$ cat src/rtl/nmea_pkg.sv
// ----------------------------------------------------------------------------
// nmea_pkg
// Shared constants and character helpers for the GPRMC time sentence core.
// ----------------------------------------------------------------------------
package nmea_pkg;

  // Sentence geometry
  localparam int unsigned BODY_LEN = 70;
  localparam int unsigned SENT_LEN = 74;
  localparam int unsigned IDX_W    = 7;

  typedef logic [IDX_W-1:0] idx_t;
  typedef logic [7:0]       char_t;

  // Byte positions with special content
  localparam idx_t IDX_HR_T   = idx_t'(7);
  localparam idx_t IDX_HR_U   = idx_t'(8);
  localparam idx_t IDX_MIN_T  = idx_t'(9);
  localparam idx_t IDX_MIN_U  = idx_t'(10);
  localparam idx_t IDX_SEC_T  = idx_t'(11);
  localparam idx_t IDX_SEC_U  = idx_t'(12);
  localparam idx_t IDX_CEN_T  = idx_t'(14);
  localparam idx_t IDX_CEN_U  = idx_t'(15);
  localparam idx_t IDX_STAR   = idx_t'(BODY_LEN - 1);
  localparam idx_t IDX_SUM_HI = idx_t'(BODY_LEN);
  localparam idx_t IDX_SUM_LO = idx_t'(BODY_LEN + 1);
  localparam idx_t IDX_CR     = idx_t'(BODY_LEN + 2);
  localparam idx_t IDX_LF     = idx_t'(SENT_LEN - 1);
  localparam idx_t IDX_FIRST  = idx_t'(1);

  localparam char_t CH_DOLLAR = 8'h24;
  localparam char_t CH_CR     = 8'h0D;
  localparam char_t CH_LF     = 8'h0A;
  localparam char_t CH_ZERO   = 8'h30;

  // Reciprocal multipliers (round-up method, exact over the stated input range)
  localparam logic [28:0] RCP_1000 = 29'd274877907; // x/1000, x < 2^32, >> 38
  localparam logic [23:0] RCP_3600 = 24'd9544372;   // x/3600, x < 2^23, >> 35
  localparam logic [10:0] RCP_10W  = 11'd1639;      // x/10,   x < 2^10, >> 14
  localparam logic [8:0]  RCP_3    = 9'd342;        // x/3,    x < 2^8,  >> 10
  localparam logic [12:0] RCP_60   = 13'd4370;      // x/60,   x < 2^12, >> 18
  localparam logic [7:0]  RCP_10N  = 8'd205;        // x/10,   x < 2^7,  >> 11

  localparam logic [8*BODY_LEN-1:0] BODY_TEXT =
    "$GPRMC,000000.00,A,4546.40891,N,12639.65641,E,1.045,328.42,191118,,,A*";

  // Fixed text of the sentence body, first character at index 0
  function automatic char_t body_char(input idx_t idx);
    int unsigned pos;
    pos = BODY_LEN - 1 - int'(idx);
    if (int'(idx) < BODY_LEN) begin
      return BODY_TEXT[8*pos +: 8];
    end
    return 8'h00;
  endfunction

  // Uppercase hex digit
  function automatic char_t hex_char(input logic [3:0] nib);
    if (nib < 4'd10) begin
      return 8'h30 + {4'h0, nib};
    end
    return 8'h37 + {4'h0, nib};
  endfunction

  // Tens digit of a value below 100
  function automatic logic [3:0] dec_tens(input logic [6:0] v);
    logic [14:0] p;
    p = 15'(v) * 15'(RCP_10N);
    return p[14:11];
  endfunction

  // Units digit of a value below 100
  function automatic logic [3:0] dec_units(input logic [6:0] v);
    logic [3:0] t;
    logic [6:0] tk;
    t  = dec_tens(v);
    tk = (7'(t) << 3) + (7'(t) << 1);
    return 4'(v - tk);
  endfunction

endpackage

$ cat src/rtl/nmea_time_sentence_generator_core.sv
// A ready request that yields a byte passes the input register, then the output
// register, before it shows on out_tdata. One request per cycle unless the output stalls.
// Time conversion runs in a six-stage pipeline behind the latched millisecond
// count; it completes before the first time digit (byte seven) is reached.
// Reset: rst_n synchronous, active low; clears input valid, pending, pending time,
// sending, index, checksum and output valid. Other data registers are not reset.
// ----------------------------------------------------------------------------
// nmea_time_sentence_generator_core
// Emits the 74-byte GPRMC time sentence one byte per transmitter-ready request,
// using the latest timer update as the time of day.
// ----------------------------------------------------------------------------
module nmea_time_sentence_generator_core (
  input  logic        clk,
  input  logic        rst_n,
  input  logic        in_tvalid,
  output logic        in_tready,
  input  logic [31:0] in_tdata,   // [31:0] time_ms
  input  logic        in_tuser,   // [0] mode
  output logic        out_tvalid,
  input  logic        out_tready,
  output logic [7:0]  out_tdata,  // [7:0] tx_byte
  output logic        out_tlast
);

  // Input register
  logic        s0_valid_r;
  logic        s0_mode_r;
  logic [31:0] s0_ms_r;
  logic        go;

  // Control state
  logic                 pending_r, pending_nxt;
  logic [31:0]          pend_ms_r, pend_ms_nxt;
  logic                 sending_r, sending_nxt;
  nmea_pkg::idx_t       idx_r, idx_nxt;
  logic [7:0]           xor_r, xor_nxt;
  logic [31:0]          lat_ms_r, lat_ms_nxt;
  logic                 start;

  // Output register
  logic                 out_tvalid_r, out_tvalid_nxt;
  logic [7:0]           out_tdata_r, out_tdata_nxt;
  logic                 out_tlast_r, out_tlast_nxt;
  logic                 emit;
  nmea_pkg::char_t      cur_char;

  // Conversion pipeline
  logic [60:0] p1;
  logic [22:0] s1_q_r;
  logic [31:0] s1_ms_r;
  logic [31:0] q_k;
  logic [46:0] p2;
  logic [9:0]  s2_rem_r;
  logic [10:0] s2_ht_r;
  logic [22:0] s2_q_r;
  logic [22:0] ht_k;
  logic [20:0] p3;
  logic [17:0] p3h;
  logic [7:0]  h8;
  logic [7:0]  d3;
  logic [7:0]  r3;
  logic [11:0] s3_sh_r;
  logic [6:0]  s3_cen_r;
  logic [4:0]  s3_hr_r;
  logic [24:0] p4;
  logic [5:0]  s4_min_r;
  logic [11:0] s4_sh_r;
  logic [6:0]  s4_cen_r;
  logic [4:0]  s4_hr_r;
  logic [11:0] min_k;
  logic [5:0]  s5_sec_r;
  logic [5:0]  s5_min_r;
  logic [6:0]  s5_cen_r;
  logic [4:0]  s5_hr_r;
  logic [7:0][3:0] s6_dig_r;

  assign go        = s0_valid_r && (!out_tvalid_r || out_tready);
  assign in_tready = !s0_valid_r || go;

  // Input register
  always_ff @(posedge clk) begin
    if (!rst_n) begin
      s0_valid_r <= 1'b0;
    end else if (in_tready) begin
      s0_valid_r <= in_tvalid;
    end
    if (in_tvalid && in_tready) begin
      s0_mode_r <= in_tuser;
      s0_ms_r   <= in_tdata;
    end
  end

  // Character at the current index
  always_comb begin
    case (idx_r)
      nmea_pkg::IDX_HR_T:   cur_char = {4'h3, s6_dig_r[0]};
      nmea_pkg::IDX_HR_U:   cur_char = {4'h3, s6_dig_r[1]};
      nmea_pkg::IDX_MIN_T:  cur_char = {4'h3, s6_dig_r[2]};
      nmea_pkg::IDX_MIN_U:  cur_char = {4'h3, s6_dig_r[3]};
      nmea_pkg::IDX_SEC_T:  cur_char = {4'h3, s6_dig_r[4]};
      nmea_pkg::IDX_SEC_U:  cur_char = {4'h3, s6_dig_r[5]};
      nmea_pkg::IDX_CEN_T:  cur_char = {4'h3, s6_dig_r[6]};
      nmea_pkg::IDX_CEN_U:  cur_char = {4'h3, s6_dig_r[7]};
      nmea_pkg::IDX_SUM_HI: cur_char = nmea_pkg::hex_char(xor_r[7:4]);
      nmea_pkg::IDX_SUM_LO: cur_char = nmea_pkg::hex_char(xor_r[3:0]);
      nmea_pkg::IDX_CR:     cur_char = nmea_pkg::CH_CR;
      nmea_pkg::IDX_LF:     cur_char = nmea_pkg::CH_LF;
      default:              cur_char = nmea_pkg::body_char(idx_r);
    endcase
  end

  // Request handling: timer update, sentence start, next byte
  always_comb begin
    pending_nxt    = pending_r;
    pend_ms_nxt    = pend_ms_r;
    sending_nxt    = sending_r;
    idx_nxt        = idx_r;
    xor_nxt        = xor_r;
    lat_ms_nxt     = lat_ms_r;
    emit           = 1'b0;
    start          = 1'b0;
    out_tdata_nxt  = out_tdata_r;
    out_tlast_nxt  = out_tlast_r;
    if (go) begin
      if (!s0_mode_r) begin
        pending_nxt = 1'b1;
        pend_ms_nxt = s0_ms_r;
      end else if (!sending_r) begin
        if (pending_r) begin
          // '$' goes out at once, time fields come later from the pipeline
          start         = 1'b1;
          emit          = 1'b1;
          pending_nxt   = 1'b0;
          sending_nxt   = 1'b1;
          lat_ms_nxt    = pend_ms_r;
          idx_nxt       = nmea_pkg::IDX_FIRST;
          xor_nxt       = 8'h00;
          out_tdata_nxt = nmea_pkg::CH_DOLLAR;
          out_tlast_nxt = 1'b0;
        end
      end else begin
        emit          = 1'b1;
        out_tdata_nxt = cur_char;
        if (idx_r >= nmea_pkg::IDX_FIRST && idx_r < nmea_pkg::IDX_STAR) begin
          xor_nxt = xor_r ^ cur_char;
        end
        if (idx_r >= nmea_pkg::IDX_LF) begin
          out_tlast_nxt = 1'b1;
          sending_nxt   = 1'b0;
          idx_nxt       = '0;
        end else begin
          out_tlast_nxt = 1'b0;
          idx_nxt       = idx_r + nmea_pkg::idx_t'(1);
        end
      end
    end
    out_tvalid_nxt = emit || (out_tvalid_r && !out_tready);
  end

  // Control and output registers
  always_ff @(posedge clk) begin
    if (!rst_n) begin
      pending_r    <= 1'b0;
      pend_ms_r    <= '0;
      sending_r    <= 1'b0;
      idx_r        <= '0;
      xor_r        <= '0;
      out_tvalid_r <= 1'b0;
    end else begin
      pending_r    <= pending_nxt;
      pend_ms_r    <= pend_ms_nxt;
      sending_r    <= sending_nxt;
      idx_r        <= idx_nxt;
      xor_r        <= xor_nxt;
      out_tvalid_r <= out_tvalid_nxt;
    end
    lat_ms_r    <= lat_ms_nxt;
    out_tdata_r <= out_tdata_nxt;
    out_tlast_r <= out_tlast_nxt;
  end

  assign out_tvalid = out_tvalid_r;
  assign out_tdata  = out_tdata_r;
  assign out_tlast  = out_tlast_r;

  // Time conversion arithmetic
  always_comb begin
    p1    = 61'(lat_ms_r) * 61'(nmea_pkg::RCP_1000);
    q_k   = 32'(s1_q_r) * 32'd1000;
    p2    = 47'(s1_q_r) * 47'(nmea_pkg::RCP_3600);
    ht_k  = 23'(s2_ht_r) * 23'd3600;
    p3    = 21'(s2_rem_r) * 21'(nmea_pkg::RCP_10W);
    // hours modulo 24 = (hours/8 mod 3) * 8 + hours mod 8
    h8    = s2_ht_r[10:3];
    p3h   = 18'(h8) * 18'(nmea_pkg::RCP_3);
    d3    = p3h[17:10];
    r3    = h8 - (d3 + (d3 << 1));
    p4    = 25'(s3_sh_r) * 25'(nmea_pkg::RCP_60);
    min_k = (12'(s4_min_r) << 6) - (12'(s4_min_r) << 2);
  end

  // Conversion pipeline registers
  always_ff @(posedge clk) begin
    // ms / 1000
    s1_q_r   <= p1[60:38];
    s1_ms_r  <= lat_ms_r;
    // ms mod 1000, whole hours
    s2_rem_r <= 10'(s1_ms_r - q_k);
    s2_ht_r  <= p2[45:35];
    s2_q_r   <= s1_q_r;
    // seconds within the hour, hundredths, hour of day
    s3_sh_r  <= 12'(s2_q_r - ht_k);
    s3_cen_r <= p3[20:14];
    s3_hr_r  <= {r3[1:0], s2_ht_r[2:0]};
    // minutes
    s4_min_r <= p4[23:18];
    s4_sh_r  <= s3_sh_r;
    s4_cen_r <= s3_cen_r;
    s4_hr_r  <= s3_hr_r;
    // seconds
    s5_sec_r <= 6'(s4_sh_r - min_k);
    s5_min_r <= s4_min_r;
    s5_cen_r <= s4_cen_r;
    s5_hr_r  <= s4_hr_r;
    // decimal digits
    s6_dig_r[0] <= nmea_pkg::dec_tens(7'(s5_hr_r));
    s6_dig_r[1] <= nmea_pkg::dec_units(7'(s5_hr_r));
    s6_dig_r[2] <= nmea_pkg::dec_tens(7'(s5_min_r));
    s6_dig_r[3] <= nmea_pkg::dec_units(7'(s5_min_r));
    s6_dig_r[4] <= nmea_pkg::dec_tens(7'(s5_sec_r));
    s6_dig_r[5] <= nmea_pkg::dec_units(7'(s5_sec_r));
    s6_dig_r[6] <= nmea_pkg::dec_tens(s5_cen_r);
    s6_dig_r[7] <= nmea_pkg::dec_units(s5_cen_r);
  end

`ifndef SYNTHESIS
  // Index stays inside the sentence while sending
  a_idx_range: assert property (@(posedge clk) disable iff (!rst_n)
    sending_r |-> (idx_r >= nmea_pkg::IDX_FIRST && idx_r <= nmea_pkg::IDX_LF))
    else $error("byte index out of range while sending");

  // Idle means index back at zero
  a_idle_idx: assert property (@(posedge clk) disable iff (!rst_n)
    !sending_r |-> (idx_r == '0))
    else $error("byte index not cleared while idle");

  // A start puts '$' in the output register and enters sending
  a_start: assert property (@(posedge clk) disable iff (!rst_n)
    start |=> (sending_r && out_tvalid_r && out_tdata_r == nmea_pkg::CH_DOLLAR
               && !pending_r))
    else $error("sentence start did not emit the leading character");

  // Last marker only on the line feed
  a_last_lf: assert property (@(posedge clk) disable iff (!rst_n)
    (out_tvalid_r && out_tlast_r) |-> (out_tdata_r == nmea_pkg::CH_LF && !sending_r))
    else $error("last marker on a byte other than the final line feed");
`endif

endmodule

$ cat config.mk
export PLATFORM = sky130hd
export DESIGN_NAME = nmea_time_sentence_generator_core
export DESIGN_NICKNAME = d
export VERILOG_FILES = /design/src/rtl/nmea_pkg.sv /design/src/rtl/nmea_time_sentence_generator_core.sv
export SDC_FILE = /design/constraint.sdc
export NUM_CORES = 2
export LEC_CHECK = 0
export BUFFER_PORTS_ARGS = -buffer_cell sky130_fd_sc_hd__buf_2
export CORE_ASPECT_RATIO = 2
export CORE_UTILIZATION = 59
export DETAILED_ROUTE_END_ITERATION = 12
export GPL_TIMING_DRIVEN = 0
export HOLD_SLACK_MARGIN = 0.03
export PLACE_DENSITY_LB_ADDON = 0.12
export SLEW_MARGIN = 20
export SYNTH_ARGS = -nofsm -noshare
export SYNTH_HDL_FRONTEND = slang
export SYNTH_SLANG_ARGS = --single-unit
$ cat constraint.sdc
create_clock -name clk -period 8.35 [get_ports clk]
set_input_delay 1.2525 -clock clk [delete_from_list [all_inputs] [get_ports clk]]
set_output_delay 1.2525 -clock clk [all_outputs]
set_load 0.03 [all_outputs]
==> results.ini <==
[outcome]
outcome=complete, no violations

[floorplan]
core_mm2=0.0647
die_area_mm2=0.0667
rows=132
die_w_um=183
pin_count=48
initial_utilization_pct=59.7
dieHeight_um=364

[yosys]
syn_avg_cell_area_um2=10.3
synth_top_cell_by_area=ha_1
netlist_area_mm2=0.0387
synth_cell_types=90
ys_ff_latch=290
synth_edf_count=73
ys_warn_count=0
synth_top_area_share_pct=29.5
ys_seq_area_share_pct=16.9
syn_inst=3765
synthArstFlopShare_pct=0
synth.area.top_cells=ha_1, fa_1, dfxtp_1
synth_fp_nets=5230
synthFlopType=dfxtp_1

[timing]
max_slew.worst_pin.slew_ns=1.08
fin_crit_ns=8.15
drv_slew=0
hold_viol=0
relSlewSlack_pct=27.7
timing.fmax_mhz=123
fin_skew_ns=0.0182
holdWs_ns=0.318
fin_tns_setup_ns=0
setup_viol=0
fin_crit_sh_pct=97.6
rsz0062_at_grt=no

[power]
vdd_drop_max_uv=853
clkPwrFrac_pct=7.9
leakagePower_nw=21.8
powerDensity_mw_per_mm2=398
internal-power_mw=8.41
combinationalPowerShare_pct=78.7
p_sw_mw=7.87
p_sw_share_pct=48.3
pwr-share-seq_pct=13.4

[clock_network]
clk_latency_ns=0.59
hold_buffers=0
cts-buffers-inserted=27
clock_sink_count=290
cts_resized=0
ctsHtreeMaxLevel=1
post_cts_buffers=0
cts_buffer_depth=3
clk_pin_slew_ns=0.07
cts_tree=yes
root_buffer=clkbuf_16

[detailed_routing]
drcViolationCount=0
wl_per_cell_um=19.8
vias=26200
via_per_inst=5.53
drtIter0Drc=864
drt_first_pass_iters=5
ant_nets=0
drt-total-wl_um=93900

[finish]
layout.nets=5306
area_growth_pct=5.90
fin_area_mm2=0.0410
drive_gt1_share_pct=3.86

[placement]
place_area_mm2=0.0400
hpwl_um=80700
gp_congestion=0.993
port_buffers=46

[grt]
antenna_found_initial=1
grt_max_degree=33
grt_remaining_overflow=0
grt_pass1_vias=29100
grt_pass1_wl_um=150000
grt_use_total_pct=29.8

[worst_setup_path]
cp.required_ns=8.83
crit_path_start_kind=register
worstSetupPathType=reg2reg
crit_fanout=12
cp.arrival_ns=8.62
r2r_slack_ns=0.20
endpoint_kind=register

[worst_hold_path]
hold_class=reg2reg

[job]
cap_violations=0

synth_stat cells (all sizes together) (5+ instances only):
cell type	n
a211oi	15
a21boi	41
a21o	42
a21oi	117
a221o	5
a221oi	7
a22oi	8
a31o	7
a31oi	15
a41o	5
a41oi	8
and2	7
and3	20
and4	5
buf	11
clkbuf	37
dfxtp	217
edfxtp	73
fa	515
ha	913
inv	911
mux2i	8
nand2	159
nand2b	13
nand3	45
nand4	25
nor2	97
nor2b	20
nor3	37
nor4	12
o211ai	7
o21a	24
o21ai	78
o21bai	8
o22ai	8
o31ai	9
o41ai	8
or2	15
or3	16
xnor2	97
xor2	39
power groups by stage:
stage	Clock [mW]	Combinational (mW)	Sequential, mW
final	1.29	12.8	2.18
after global routing	1.38	14.9	2.22
after CTS	1.33	13.0	2.19
after detailed placement	0	12.9	2.22
after global placement	0	12.6	2.21
after floorplan	0	9.84	2.07
worst max-delay path, stage by stage, from the launching register on:
cell and delay (ns):
edfxtp_1 0.97, ha_1 0.42, fa_1 0.42, fa_1 0.54, inv_1 0.05, fa_1 0.49
inv_1 0.06, fa_1 0.50, inv_1 0.05, fa_1 0.48, inv_1 0.06, fa_1 0.54
inv_1 0.07, fa_1 0.51, inv_1 0.05, ha_1 0.32, nand3_1 0.14, nor4_1 0.29
nand3_1 0.11, a31oi_1 0.37, o21ai_1 0.33, o41ai_1 0.79, a31oi_1 0.21, xnor2_1 0.28
routing by layer:
metal	GRT usage, %	wire length, µm
met1	27.4	30600
met2	58.9	52600
met3	3.45	2830
met4	21.7	7910
met5	0	12
cells in the final DEF (no fill, tap or decap), types with 39 or more instances in the layout:
cell type | synthesis | layout
inv_1 | 911 | 910
ha_1 | 913 | 913
o21ai_0 | 73 | 73
dfxtp_1 | 217 | 217
nand3_1 | 43 | 43
a21boi_0 | 41 | 41
nand2_1 | 158 | 158
edfxtp_1 | 73 | 73
xnor2_1 | 96 | 96
a21oi_1 | 115 | 115
clkbuf_1 | 37 | 39
fa_1 | 515 | 515
a21o_1 | 42 | 42
nor2_1 | 97 | 97
buf_2 | 5 | 51
cell type report:
| type | instances | area, µm² |
|---|---|---|
| fillers | 5594 | 23800 |
| plain buffers | 48 | 220 |
| clock buffers | 33 | 738 |
| clock inverters | 17 | 185 |
| flip-flops and latches | 290 | 6540 |
| diodes | 1 | 2.50 |
| repair buffers | 47 | 250 |
| inverters | 912 | 3420 |
| multi-input cells | 2515 | 28500 |
| well taps | 871 | 1090 |
cell families (layout without fill, tap and decap cells):
group           count (synthesis)  in the layout  share of synthesized area [%]
buf+inv                       960           1057                           9.42
simple gates                  488            488                           6.22
other cells                     1              2                        0.00969
mux                            10             10                          0.265
xor+xnor                      137            137                           3.16
flops                         290            290                           16.9
fa+ha+maj                    1428           1428                           56.2
compound gates                451            451                           7.85
metrics by stage:
step           std cells  setup WS (ns)  power [mW]  util [%]
5_1_grt             4733         0.0469        18.5      63.3
3_3_place_gp        4682          0.387        14.8      61.8
3_5_place_dp        4683          0.329        15.1      61.8
4_1_cts             4733          0.235        16.5      63.2
2_1_floorplan       3765           1.81        11.9         -
6_report            4734          0.204        16.3      63.3
registers in the layout (all words and copies together), names as in the netlist, 5 cells and up:
signal     cells
s2_ht_r       11
s2_q_r        12
pend_ms_r     32
s4_hr_r        5
s4_min_r       6
s5_hr_r        5
lat_ms_r      32
s1_ms_r       10
s4_cen_r       7
s3_cen_r       7
s2_rem_r      10
out_tdata      7
s3_sh_r       12
xor_r          8
s1_q_r        23
s5_sec_r       6
idx_r          7
s6_dig_r      28
s5_min_r       6
s4_sh_r        6
s3_hr_r        5
s0_ms_r       32
s5_cen_r       7
final timing paths:
kind,endpoint,start,cells after the start
worst max-delay path,s1_q_r[16],lat_ms_r[8],23
worst min-delay path,s5_hr_r[2],s4_hr_r[2],0
worst max register to register,s1_q_r[16],lat_ms_r[8],23
worst min register to register,s5_hr_r[2],s4_hr_r[2],0
Power figures use the tool's default switching activity.
